**src/design/mesh_edge_registry_unit_defines.svh**
```systemverilog
// Assertion macros for the mesh edge registry.
// Included by the modules that carry concurrent assertions; needs clk and rst_n in scope.
`ifndef MESH_EDGE_REGISTRY_UNIT_DEFINES_SVH
`define MESH_EDGE_REGISTRY_UNIT_DEFINES_SVH
`ifndef SYNTHESIS
`define MER_ASSERT(label, prop, msg) \
    label: assert property (@(posedge clk) disable iff (!rst_n) (prop)) \
        else $error(msg);
`define MER_ASSERT_IMP(label, ante, cons, msg) \
    label: assert property (@(posedge clk) disable iff (!rst_n) (ante) |-> (cons)) \
        else $error(msg);
`else
`define MER_ASSERT(label, prop, msg)
`define MER_ASSERT_IMP(label, ante, cons, msg)
`endif
`endif

```
**src/design/mer_pkg.sv**
```systemverilog
// Shared types and constants of the mesh edge registry.
// No dependencies.
package mer_pkg;

    localparam int PT_W      = 10;
    localparam int PT_SPAN   = 1 << PT_W;
    localparam int EI_W      = 12;
    localparam int CNT_W     = 13;
    localparam int CLS_W     = 2;
    localparam int IPC_W     = 11;
    localparam int CFG_IDX_W = 2;

    localparam logic KIND_CLEAR = 1'b1;

    localparam logic [CFG_IDX_W-1:0] CFG_ORDERING   = 2'd0;
    localparam logic [CFG_IDX_W-1:0] CFG_INT_POINTS = 2'd1;

    localparam logic [CLS_W-1:0] CLS_INTERNAL = 2'd0;
    localparam logic [CLS_W-1:0] CLS_ONE_BND  = 2'd1;
    localparam logic [CLS_W-1:0] CLS_BND_FACE = 2'd3;

    typedef enum logic [3:0] {
        ST_CLEAR,
        ST_IDLE,
        ST_DEG1,
        ST_DEG2,
        ST_DEG3,
        ST_SCAN,
        ST_CHECK,
        ST_LINK2,
        ST_DONE
    } state_t;

    typedef struct packed {
        logic deg_rd;
        logic deg_we;
        logic lst_rd;
        logic lst_we;
        logic edg_rd;
        logic edg_we;
    } mem_ctl_t;

    typedef struct packed {
        logic [EI_W-1:0]  edge_index;
        logic             is_new;
        logic [CLS_W-1:0] edge_class;
        logic             store_full;
        logic [CNT_W-1:0] total_edges;
        logic [CNT_W-1:0] boundary_edges;
        logic [CNT_W-1:0] internal_edges;
        logic [CNT_W-1:0] one_boundary_edges;
    } result_t;

endpackage

```
**src/design/mer_seq.sv**
```systemverilog
// Sequencer of the mesh edge registry: list scan pipeline, insert, clear sweep, counters.
// Depends on mer_pkg and mesh_edge_registry_unit_defines.svh; drives mer_store.
`include "mesh_edge_registry_unit_defines.svh"

module mer_seq #(
    parameter int MAX_POINTS = 1024,
    parameter int NPTS       = 1024,
    parameter int MAX_DEGREE = 16,
    parameter int MAX_EDGES  = 4096,
    parameter int PA_W       = 10,
    parameter int SL_W       = 4,
    parameter int DG_W       = 5,
    parameter int EW         = 12,
    parameter int CW         = 13
) (
    input  logic                       clk,
    input  logic                       rst_n,
    input  logic                       start,
    output logic                       idle,
    input  logic                       req_kind,
    input  logic [mer_pkg::PT_W-1:0]   req_p1,
    input  logic [mer_pkg::PT_W-1:0]   req_p2,
    input  logic                       req_bface,
    input  logic                       ordering,
    input  logic [mer_pkg::IPC_W-1:0]  int_points,
    output logic                       res_valid,
    input  logic                       res_take,
    output mer_pkg::result_t           res,
    output mer_pkg::mem_ctl_t          mem_ctl,
    output logic [PA_W-1:0]            deg_addr,
    output logic [DG_W-1:0]            deg_wdata,
    input  logic [DG_W-1:0]            deg_rdata,
    output logic [PA_W-1:0]            lst_pt,
    output logic [SL_W-1:0]            lst_slot,
    output logic [EW-1:0]              lst_wdata,
    input  logic [EW-1:0]              lst_rdata,
    output logic [EW-1:0]              edg_addr,
    output logic [PA_W-1:0]            edg_wlo,
    output logic [PA_W-1:0]            edg_whi,
    input  logic [PA_W-1:0]            edg_rlo,
    input  logic [PA_W-1:0]            edg_rhi
);

    localparam int PT_W  = mer_pkg::PT_W;
    localparam int EI_W  = mer_pkg::EI_W;
    localparam int CNT_W = mer_pkg::CNT_W;
    localparam int CLS_W = mer_pkg::CLS_W;

    mer_pkg::state_t state_reg, state_next;

    logic [PT_W-1:0]  p1_reg, p1_next, p2_reg, p2_next;
    logic             bface_reg, bface_next;
    logic [DG_W-1:0]  deg1_reg, deg1_next, deg2_reg, deg2_next;
    logic [DG_W-1:0]  iss_reg, iss_next;
    logic             s1_v_reg, s1_v_next, s2_v_reg, s2_v_next;
    logic [EW-1:0]    s2_e_reg, s2_e_next;
    logic [PA_W-1:0]  clr_idx_reg, clr_idx_next;
    logic             clr_item_reg, clr_item_next;
    logic [EW-1:0]    res_idx_reg, res_idx_next;
    logic             res_new_reg, res_new_next;
    logic [CLS_W-1:0] res_cls_reg, res_cls_next;
    logic             res_full_reg, res_full_next;
    logic [CW-1:0]    total_reg, total_next;
    logic [CW-1:0]    bcnt_reg, bcnt_next;
    logic [CW-1:0]    icnt_reg, icnt_next;
    logic [CW-1:0]    ocnt_reg, ocnt_next;

    logic [PA_W-1:0]  p1a, p2a, lo, hi;
    logic             out_of_range, hit, scan_end, full, issue, stay;
    logic             p1_bnd, p2_bnd;
    logic [CLS_W-1:0] nb;

    assign p1a = p1_reg[PA_W-1:0];
    assign p2a = p2_reg[PA_W-1:0];
    assign lo  = (p1a < p2a) ? p1a : p2a;
    assign hi  = (p1a < p2a) ? p2a : p1a;

    assign out_of_range = (32'(req_p1) >= 32'(MAX_POINTS)) || (32'(req_p2) >= 32'(MAX_POINTS));
    assign hit          = s2_v_reg && ((edg_rlo == p2a) || (edg_rhi == p2a));
    assign scan_end     = (iss_reg == deg1_reg) && !s1_v_reg && !s2_v_reg;
    assign full         = (total_reg == CW'(MAX_EDGES)) || (deg1_reg == DG_W'(MAX_DEGREE)) ||
                          ((p1_reg != p2_reg) && (deg2_reg == DG_W'(MAX_DEGREE)));
    assign p1_bnd       = {1'b0, p1_reg} >= int_points;
    assign p2_bnd       = {1'b0, p2_reg} >= int_points;
    assign nb           = {1'b0, p1_bnd} + {1'b0, p2_bnd};

    // next state
    always_comb
    begin
        state_next = state_reg;
        unique case (state_reg)
            mer_pkg::ST_CLEAR:
            begin
                if (clr_idx_reg == PA_W'(NPTS - 1))
                begin
                    state_next = clr_item_reg ? mer_pkg::ST_DONE : mer_pkg::ST_IDLE;
                end
            end
            mer_pkg::ST_IDLE:
            begin
                if (start)
                begin
                    if (req_kind == mer_pkg::KIND_CLEAR)
                    begin
                        state_next = mer_pkg::ST_CLEAR;
                    end
                    else if (out_of_range)
                    begin
                        state_next = mer_pkg::ST_DONE;
                    end
                    else
                    begin
                        state_next = mer_pkg::ST_DEG1;
                    end
                end
            end
            mer_pkg::ST_DEG1: state_next = mer_pkg::ST_DEG2;
            mer_pkg::ST_DEG2: state_next = mer_pkg::ST_DEG3;
            mer_pkg::ST_DEG3: state_next = mer_pkg::ST_SCAN;
            mer_pkg::ST_SCAN:
            begin
                if (hit)
                begin
                    state_next = mer_pkg::ST_DONE;
                end
                else if (scan_end)
                begin
                    state_next = mer_pkg::ST_CHECK;
                end
            end
            mer_pkg::ST_CHECK:
            begin
                if (full || (p1_reg == p2_reg))
                begin
                    state_next = mer_pkg::ST_DONE;
                end
                else
                begin
                    state_next = mer_pkg::ST_LINK2;
                end
            end
            mer_pkg::ST_LINK2: state_next = mer_pkg::ST_DONE;
            mer_pkg::ST_DONE:
            begin
                if (res_take)
                begin
                    state_next = mer_pkg::ST_IDLE;
                end
            end
            default: state_next = mer_pkg::ST_IDLE;
        endcase
    end

    assign stay  = (state_reg == mer_pkg::ST_SCAN) && (state_next == mer_pkg::ST_SCAN);
    assign issue = (state_reg == mer_pkg::ST_SCAN) && (iss_reg < deg1_reg) && !hit;

    // datapath and memory control
    always_comb
    begin
        p1_next       = p1_reg;
        p2_next       = p2_reg;
        bface_next    = bface_reg;
        deg1_next     = deg1_reg;
        deg2_next     = deg2_reg;
        iss_next      = iss_reg;
        s1_v_next     = stay && issue;
        s2_v_next     = stay && s1_v_reg;
        s2_e_next     = lst_rdata;
        clr_idx_next  = clr_idx_reg;
        clr_item_next = clr_item_reg;
        res_idx_next  = res_idx_reg;
        res_new_next  = res_new_reg;
        res_cls_next  = res_cls_reg;
        res_full_next = res_full_reg;
        total_next    = total_reg;
        bcnt_next     = bcnt_reg;
        icnt_next     = icnt_reg;
        ocnt_next     = ocnt_reg;
        mem_ctl       = '0;
        deg_addr      = p1a;
        deg_wdata     = '0;
        lst_pt        = p1a;
        lst_slot      = iss_reg[SL_W-1:0];
        lst_wdata     = total_reg[EW-1:0];
        edg_addr      = lst_rdata;
        edg_wlo       = lo;
        edg_whi       = hi;

        unique case (state_reg)
            mer_pkg::ST_CLEAR:
            begin
                mem_ctl.deg_we = 1'b1;
                deg_addr       = clr_idx_reg;
                clr_idx_next   = (clr_idx_reg == PA_W'(NPTS - 1)) ? '0 : clr_idx_reg + PA_W'(1);
            end
            mer_pkg::ST_IDLE:
            begin
                if (start)
                begin
                    p1_next       = req_p1;
                    p2_next       = req_p2;
                    bface_next    = req_bface;
                    iss_next      = '0;
                    res_idx_next  = '0;
                    res_new_next  = 1'b0;
                    res_cls_next  = mer_pkg::CLS_INTERNAL;
                    res_full_next = 1'b0;
                    if (req_kind == mer_pkg::KIND_CLEAR)
                    begin
                        clr_idx_next  = '0;
                        clr_item_next = 1'b1;
                        total_next    = '0;
                        bcnt_next     = '0;
                        icnt_next     = '0;
                        ocnt_next     = '0;
                    end
                    else if (out_of_range)
                    begin
                        res_full_next = 1'b1;
                    end
                end
            end
            mer_pkg::ST_DEG1:
            begin
                mem_ctl.deg_rd = 1'b1;
            end
            mer_pkg::ST_DEG2:
            begin
                deg1_next      = deg_rdata;
                mem_ctl.deg_rd = 1'b1;
                deg_addr       = p2a;
            end
            mer_pkg::ST_DEG3:
            begin
                deg2_next = deg_rdata;
            end
            mer_pkg::ST_SCAN:
            begin
                if (issue)
                begin
                    mem_ctl.lst_rd = 1'b1;
                    iss_next       = iss_reg + DG_W'(1);
                end
                mem_ctl.edg_rd = s1_v_reg;
                if (hit)
                begin
                    res_idx_next = s2_e_reg;
                end
            end
            mer_pkg::ST_CHECK:
            begin
                if (full)
                begin
                    res_full_next = 1'b1;
                end
                else
                begin
                    mem_ctl.lst_we = 1'b1;
                    mem_ctl.deg_we = 1'b1;
                    mem_ctl.edg_we = 1'b1;
                    lst_slot       = deg1_reg[SL_W-1:0];
                    deg_wdata      = deg1_reg + DG_W'(1);
                    edg_addr       = total_reg[EW-1:0];
                    res_idx_next   = total_reg[EW-1:0];
                    res_new_next   = 1'b1;
                    total_next     = total_reg + CW'(1);
                    if (!ordering)
                    begin
                        res_cls_next = mer_pkg::CLS_INTERNAL;
                        icnt_next    = icnt_reg + CW'(1);
                    end
                    else if (bface_reg)
                    begin
                        res_cls_next = mer_pkg::CLS_BND_FACE;
                        bcnt_next    = bcnt_reg + CW'(1);
                    end
                    else
                    begin
                        res_cls_next = nb;
                        case (nb)
                            mer_pkg::CLS_INTERNAL: icnt_next = icnt_reg + CW'(1);
                            mer_pkg::CLS_ONE_BND:  ocnt_next = ocnt_reg + CW'(1);
                            default: ;
                        endcase
                    end
                end
            end
            mer_pkg::ST_LINK2:
            begin
                mem_ctl.lst_we = 1'b1;
                mem_ctl.deg_we = 1'b1;
                lst_pt         = p2a;
                lst_slot       = deg2_reg[SL_W-1:0];
                lst_wdata      = res_idx_reg;
                deg_addr       = p2a;
                deg_wdata      = deg2_reg + DG_W'(1);
            end
            mer_pkg::ST_DONE: ;
            default: ;
        endcase
    end

    always_ff @(posedge clk or negedge rst_n)
    begin
        if (!rst_n)
        begin
            state_reg    <= mer_pkg::ST_CLEAR;
            s1_v_reg     <= 1'b0;
            s2_v_reg     <= 1'b0;
            iss_reg      <= '0;
            clr_idx_reg  <= '0;
            clr_item_reg <= 1'b0;
            total_reg    <= '0;
            bcnt_reg     <= '0;
            icnt_reg     <= '0;
            ocnt_reg     <= '0;
        end
        else
        begin
            state_reg    <= state_next;
            s1_v_reg     <= s1_v_next;
            s2_v_reg     <= s2_v_next;
            iss_reg      <= iss_next;
            clr_idx_reg  <= clr_idx_next;
            clr_item_reg <= clr_item_next;
            total_reg    <= total_next;
            bcnt_reg     <= bcnt_next;
            icnt_reg     <= icnt_next;
            ocnt_reg     <= ocnt_next;
        end
    end

    always_ff @(posedge clk)
    begin
        p1_reg       <= p1_next;
        p2_reg       <= p2_next;
        bface_reg    <= bface_next;
        deg1_reg     <= deg1_next;
        deg2_reg     <= deg2_next;
        s2_e_reg     <= s2_e_next;
        res_idx_reg  <= res_idx_next;
        res_new_reg  <= res_new_next;
        res_cls_reg  <= res_cls_next;
        res_full_reg <= res_full_next;
    end

    assign idle      = (state_reg == mer_pkg::ST_IDLE);
    assign res_valid = (state_reg == mer_pkg::ST_DONE);

    assign res.edge_index         = EI_W'(res_idx_reg);
    assign res.is_new             = res_new_reg;
    assign res.edge_class         = res_cls_reg;
    assign res.store_full         = res_full_reg;
    assign res.total_edges        = CNT_W'(total_reg);
    assign res.boundary_edges     = CNT_W'(bcnt_reg);
    assign res.internal_edges     = CNT_W'(icnt_reg);
    assign res.one_boundary_edges = CNT_W'(ocnt_reg);

    `MER_ASSERT_IMP(a_stages_idle, state_reg != mer_pkg::ST_SCAN, !s1_v_reg && !s2_v_reg, "scan stage busy outside scan")
    `MER_ASSERT(a_total_cap, total_reg <= CW'(MAX_EDGES), "edge total above capacity")
    `MER_ASSERT(a_count_sum, (CW+2)'(bcnt_reg) + (CW+2)'(icnt_reg) + (CW+2)'(ocnt_reg) <= (CW+2)'(total_reg), "class counts exceed total")
    `MER_ASSERT_IMP(a_deg_cap, mem_ctl.deg_we, deg_wdata <= DG_W'(MAX_DEGREE), "degree write above list size")
    `MER_ASSERT_IMP(a_issue_cap, state_reg == mer_pkg::ST_SCAN, iss_reg <= deg1_reg, "list read past degree")

endmodule

```
**config.mk**
```make
export PLATFORM = sky130hd
export DESIGN_NAME = mer_seq
export DESIGN_NICKNAME = d
export VERILOG_FILES = /design/src/design/mer_pkg.sv /design/src/design/mer_seq.sv
export VERILOG_INCLUDE_DIRS = /design/src /design/src/design
export SDC_FILE = /design/constraint.sdc
export NUM_CORES = 1
export LEC_CHECK = 0
export BUFFER_PORTS_ARGS = -buffer_cell sky130_fd_sc_hd__buf_2
export CELL_PAD_IN_SITES_DETAIL_PLACEMENT = 0
export CELL_PAD_IN_SITES_GLOBAL_PLACEMENT = 1
export CORE_ASPECT_RATIO = 0.5
export CORE_MARGIN = 1
export CORE_UTILIZATION = 36
export DETAILED_ROUTE_END_ITERATION = 6
export PLACE_DENSITY_LB_ADDON = 0.15
export RECOVER_POWER = 100
export SETUP_SLACK_MARGIN = 0.1
export SLEW_MARGIN = 20
export SYNTH_ARGS = -nofsm -noshare
export SYNTH_HDL_FRONTEND = slang
export SYNTH_SLANG_ARGS = --single-unit
```
**constraint.sdc**
```tcl
create_clock -name clk -period 3.1 [get_ports clk]
set_input_delay 0 -clock clk [delete_from_list [all_inputs] [get_ports clk]]
set_output_delay 0 -clock clk [all_outputs]
set_load 0.1 [all_outputs]
```
---- Yosys cells after proc, flatten, opt, wreduce, memory -nomap -nowiden ----
Cells that the tools add are included.
word-level totals
  bits in registers ....................... 133
  output and inout bits ................... 149
  word-level logic and storage cells ...... 167
cells by class
  $add $sub $neg .......................... 9
  $lt $le $gt $ge ......................... 4
  equal/unequal tests ..................... 31
  mux-type cells .......................... 67
  reductions and logical operators ........ 36
operator list
  operator               number
  $mux 13                14
  $pmux 13 s2            4
  $mux 12                6
  $mux 10                6
  $add 13x1->13 const B  4
  $pmux 10 s2            2
  $pmux 12 s3            1
  $pmux 4 s9             1
  $mux 4                 8
  $eq 10x10->1           3
  $ge 10x11->1           2
  $eq 4x3->1 const B     5
  $pmux 5 s2             2
  $ne 2x2->1 const B     9
  $add 5x1->5 const B    3
  $mux 5                 3
  $reduce_and 3->1       5
  $eq 13x13->1 const B   1
  $reduce_and 6->1       2
  $add 10x1->10 const B  1
  $eq 10x10->1 const B   1
  $eq 5x5->1 const B     2
  $lt 10x10->1           1
  $mux 2                 5
  26 further kinds       56

---- Logic depth before layout (Yosys ltp) ----
  depth after elaboration ................. 9
  depth in mapped cells ................... 16
  depth with buffers taken out ............ 15

---- Worst setup path before layout ----
No wires, ideal clock.
  path type ............................... reg-to-output
  from .................................... reg total_reg[0]
  to ...................................... out edg_addr[0]
  arrival time ............................ 4.423 ns
  data required time ...................... 3.100 ns
  setup slack ............................. -1.323 ns
  cell stages (with the launch flop) ...... 9
  buffers on the path ..................... 2
  cells stage by stage .................... dfrtp_1 -> inv_1 -> ha_1 -> nor4bb_1 -> nand3_1 -> o2111ai_4 -> clkbuf_1 -> clkbuf_1 -> o21ai_0
between the ends
  word-level cells in the longest chain between the ends .. 5
RTL lines
  item                           RTL line        text
  start: declaration             mer_seq.sv:63   logic [CW-1:0] total_reg, total_next;
  start signal: assignment       mer_seq.sv:326  total_reg <= total_next;
  $eq 13x13->1                   mer_seq.sv:81   assign full = (total_reg == CW'(MAX_EDGES)) || (deg1_reg == DG_W'(MAX_DEGREE)) ||
  $logic_or 1x1->1 (2 in a row)  mer_seq.sv:81
  $mux 12 (*)                    mer_seq.sv:252  if (full)
  $mux 12 (*)                    mer_seq.sv:189  unique case (state_reg)
  end: declaration               mer_seq.sv:37   output logic [EW-1:0] edg_addr,
Every way passes the cells marked *; elsewhere a longest branch is shown, timed or not.

---- Worst setup path after layout ----
  from .................................... reg p1_reg[1]
  to ...................................... reg ocnt_reg[5]
between the ends
  word-level cells in the longest chain between the ends .. 5
  elaborated cells on any way between the ends .. 9
  classes of those cells .................. add/sub: 1; order compare: 1; eq/ne: 4; reduce/logical: 3
RTL lines
  item                                                     RTL line                       text
  start: declaration                                       mer_seq.sv:51                  logic [PT_W-1:0] p1_reg, p1_next, p2_reg, p2_next;
  start signal: assignment                                 mer_seq.sv:335                 p1_reg <= p1_next;
  $ge 10x11->1 / $ne 10x10->1 (equally long branches)      mer_seq.sv:83, mer_seq.sv:82
  $add 1x1->2 / $logic_and 1x1->1 (equally long branches)  mer_seq.sv:85, mer_seq.sv:82
  $eq 2x1->1 / $logic_or 1x1->1 (equally long branches)    mer_seq.sv:280, mer_seq.sv:81
  $ne 2x2->1 (no line)                                     --
  $reduce_and 7->1 (no line) (*)                           --
  end signal: assignment                                   mer_seq.sv:329                 ocnt_reg <= ocnt_next;
  end: declaration                                         mer_seq.sv:66                  logic [CW-1:0] ocnt_reg, ocnt_next;
Marked as above.
A chain may end at the register's enable or synchronous reset.

==> reports/qor.csv <==
stage,metric,value,unit
detailed_routing,viasPerCell,5.097,
finish,nets,1270,
finish,fillerInstances,1887,
detailed_routing,wl,26420,um
power,seqPwrFrac,21.7,%
clocking,cts_tree,yes,
sta,final-hold-violation-count,0,
detailed_routing,drt_iter0_drc,436,
synth,synthesis.area,0.007879,mm2
floorplanning,pin_count,224,
placed_design,placed_cells_incl_taps,1353,
synth,synth.distinct_cells,65,
power,power.switching,0.006363,W
finish,final_cell_mix,"nand2_1 (134), clkbuf_1 (96), buf_2 (75)",
sta,slew_violations,75,
synth,netlist_instances,820,
finish,seq_area,0.003508,mm2
power,sw_frac_of_total,54.08,%
synth,yosysWarnings,0,
synth,ys_ff_latch,133,
power,ir_drop,0.4920,mV
setup_path,crit_top_cell,ha_1,
finish,num_antenna_cells,0,
clocking,cts.sinks,133,
detailed_routing,ant_nets,0,
finish,syn2layout_area_growth,51.45,%
setup_path,cp_top_family,compound AO/OA/AOI/OAI gates,
setup_path,critical_path.max_stage_delay,0.41,ns
finish,mostFrequentLayoutCell,nand2_1,
sta,clock-skew-final,0.009544,ns
floorplanning,dieArea,0.02252,mm2
sta,worst_pin_slew,1.953,ns
sta,min_period,3.188,ns
sta,slew_headroom,-30.20,%
synth,avgSynthCellArea,9.608,um2
clocking,clkTransAtPathRegs,0.06,ns
floorplanning,die_y,106.6,um
setup_path,ff2ff_path_depth,13,
detailed_routing,num_vias,7401,
global_route,first_global_vias,7254,
power,pwr-share-comb,59.7,%
global_route,grt-ovfl-total,0,
hold_path,hold_start,ordering,
setup_path,r2r_start,p1_reg[1]$_DFFE_PP_,
synth,synth-edff-count,47,
setup_path,worst-path-buf-inv,0,
placed_design,pre_cts_slack,-0.2776,ns
clocking,clock-root-buffer,clkbuf_16,
setup_path,critPathLaunchType,flop,
power,leakage,5.275,nW
setup_path,cp.arrival,3.53,ns
sta,rsz0062_at_grt,true,
power,power_frac_clock,18.6,%
global_route,grt_max_degree,75,
clocking,cts_buffers,17,
outcome,status,"complete, but fails checks",
detailed_routing,drc,0,
detailed_routing,drtPass1Iterations,5,
floorplanning,die_w,211.2,um
global_route,antenna_found_initial,0,
floorplanning,fp-row-count,37,
clocking,clock_latency,0.42,ns
global_route,grt.total_usage,23.69,%
setup_path,critical_path_class,reg2reg,
clocking,cts.path.max_buffers,2,
finish,multi_input_area,0.004395,mm2
synth,yosysSeqAreaShare,44.47,%
setup_path,required,3.44,ns
detailed_routing,avgRoutedWirePerCell,18.20,um
outcome,violations,"max-capacitance violations, max-slew violations, negative setup slack",
sta,max_freq,0.3136,GHz
setup_path,regToRegSetupSlack,-0.09,ns
synth,synthFlopType,dfrtp_1,
floorplanning,core-area,0.02097,mm2
sta,fin_tns_setup,-0.3620,ns
setup_path,cp_slowest_cell,edfxtp_1,
sta,finalSetupViolCount,7,
floorplanning,initial_core_util,37.57,%
finish,utilization,56.90,%
synth,synthArstFlopShare,55.64,%
hold_path,hold_class,in2reg,
sta,period_share,102.9,%
clocking,h-tree-depth,4,
placed_design,gp_congestion,0.8620,
setup_path,r2r-end,ocnt_reg[5]$_DFFE_PN0P_,
setup_path,crit_chain,"ha_1, a21boi_2, o21ai_1, a21oi_1, o21a_1, o2111ai_2, a311oi_2, ha_1, a41oi_4, a21oi_4, nand4_4, or3_4, a21oi_2",
setup_path,cp-end-kind,flop,
synth,syn_nets,943,
power,p_int,0.005403,W
hold_path,hold_depth,3,
power,pwr_density_cell,986.0,mW/mm2
job,maxCapViolations,1,
setup_path,crit_path_max_fanout,5,
placed_design,io_buffers,223,
hold_path,hold_end,res_cls_reg[1]$_SDFFCE_PN0P_,
sta,setup_ws,-0.08840,ns
global_route,grt_pass1_wl,40710,um
finish,drive_above_1_share,28.36,%
placed_design,dp_hpwl,19210,um
finish,fin_cells,1452,
-- metal layers --
metal	part of all wire, %	track usage [%]	vias to the layer above
li1	-	-	3574
met1	44	31.33	3595
met2	49	39.52	203
met3	5.2	4.247	29
met4	1.7	7.350	0
met5	0	0	-
-- synth_stat cells (all sizes together), types with 2 or more instances --
| master | count | area (um2) |
|---|---|---|
| a41oi | 2 | 36.29 |
| a2111oi | 3 | 27.53 |
| o2111ai | 3 | 43.80 |
| a21oi | 22 | 121.4 |
| a21o | 6 | 45.04 |
| and4 | 2 | 17.52 |
| ha | 48 | 600.6 |
| xnor2 | 39 | 341.6 |
| a222oi | 2 | 20.02 |
| a22o | 12 | 105.1 |
| and2 | 7 | 43.79 |
| o22ai | 5 | 31.28 |
| mux2 | 19 | 214.0 |
| clkbuf | 22 | 82.58 |
| buf | 11 | 70.06 |
| a22oi | 13 | 97.59 |
| o21ai | 44 | 220.2 |
| dfrtp | 74 | 1852 |
| nand2b | 2 | 12.51 |
| edfxtp | 47 | 1411 |
| and3 | 15 | 93.84 |
| nor2b | 7 | 43.79 |
| a31oi | 4 | 25.02 |
| nand4 | 31 | 224.0 |
| nor4b | 4 | 71.32 |
| nor4 | 11 | 93.84 |
| nand3b | 4 | 30.03 |
| nor2 | 54 | 202.7 |
| o31ai | 2 | 15.01 |
| o211ai | 2 | 15.01 |
| o21a | 3 | 22.52 |
| or2 | 4 | 25.02 |
| a31o | 2 | 17.52 |
| xor2 | 28 | 245.2 |
| nor3 | 15 | 75.07 |
| dfxtp | 12 | 240.2 |
| or3 | 4 | 25.02 |
| inv | 46 | 172.7 |
| mux2i | 7 | 70.07 |
| nand2 | 146 | 548.0 |
| nand3 | 25 | 125.1 |
-- logic make-up after synthesis --
logic type      count (synthesis)  share of synthesized area (%)
flops                         133                          44.47
simple gates                  335                          21.25
mux                            26                          3.605
buf+inv                        79                          4.129
xor+xnor                       67                          7.448
compound gates                132                          11.48
fa+ha+maj                      48                          7.623
-- repair_timing --
action | CTS | global route
hold endpoints to repair | 119 | 0
setup buffers | 19 | 10
hold buffers | 41 | 0
pin swaps | 18 | 35
gates resized for setup | 42 | 31
gates cloned | 1 | 1
setup endpoints to repair | 67 | 84
-- layout make-up --
type	count	area share, %
Sequential cell	133	29.40
Clock inverter	11	1.447
Clock buffer	21	3.869
Timing Repair Buffer	339	23.85
Inverter	46	1.531
Multi-Input combinational cell	610	36.84
Tap cell	292	3.062
-- worst max-delay path by stage --
stage,startpoint,to,slack (ns),cells past startpoint
finish,p1_reg[1]$_DFFE_PP_,ocnt_reg[5]$_DFFE_PN0P_,-0.09,13
global route,p1_reg[1]$_DFFE_PP_,ocnt_reg[7]$_DFFE_PN0P_,-0.22,13
CTS,p2_reg[1]$_DFFE_PP_,lst_slot[2],0.007,13
detailed placement,p1_reg[0]$_DFFE_PP_,icnt_reg[6]$_DFFE_PN0P_,-0.28,15
global placement,p1_reg[0]$_DFFE_PP_,icnt_reg[8]$_DFFE_PN0P_,-0.20,15
floorplan,state_reg[1]$_DFF_PN0_,lst_pt[3],-0.36,5
-- tightest hold or removal path: cells and delay by family --
family,cells,cell delay [ns]
AND/OR/NAND/NOR,2,0.22
buffers and inverters,1,0.12
-- power groups by stage --
stage	clock [W]	combinational (W)	sequential (W)
floorplan	0	0.00402	0.00349
global placement	0	0.00683	0.00257
detailed placement	0	0.00687	0.00258
CTS	0.00223	0.00705	0.00255
global route	0.00230	0.00733	0.00259
finish	0.00219	0.00702	0.00255
-- metrics by stage --
stage	instance area (um2)	power, W	hold slack [ns]
floorplan	8026	0.007510	-0.2956
global placement	10560	0.009404	0.1176
detailed placement	10560	0.009450	0.1232
CTS	11940	0.01183	0.004954
global route	11930	0.01222	0.08530
finish	11930	0.01177	0.03333
Note: power is estimated with default switching activity, not from simulation.
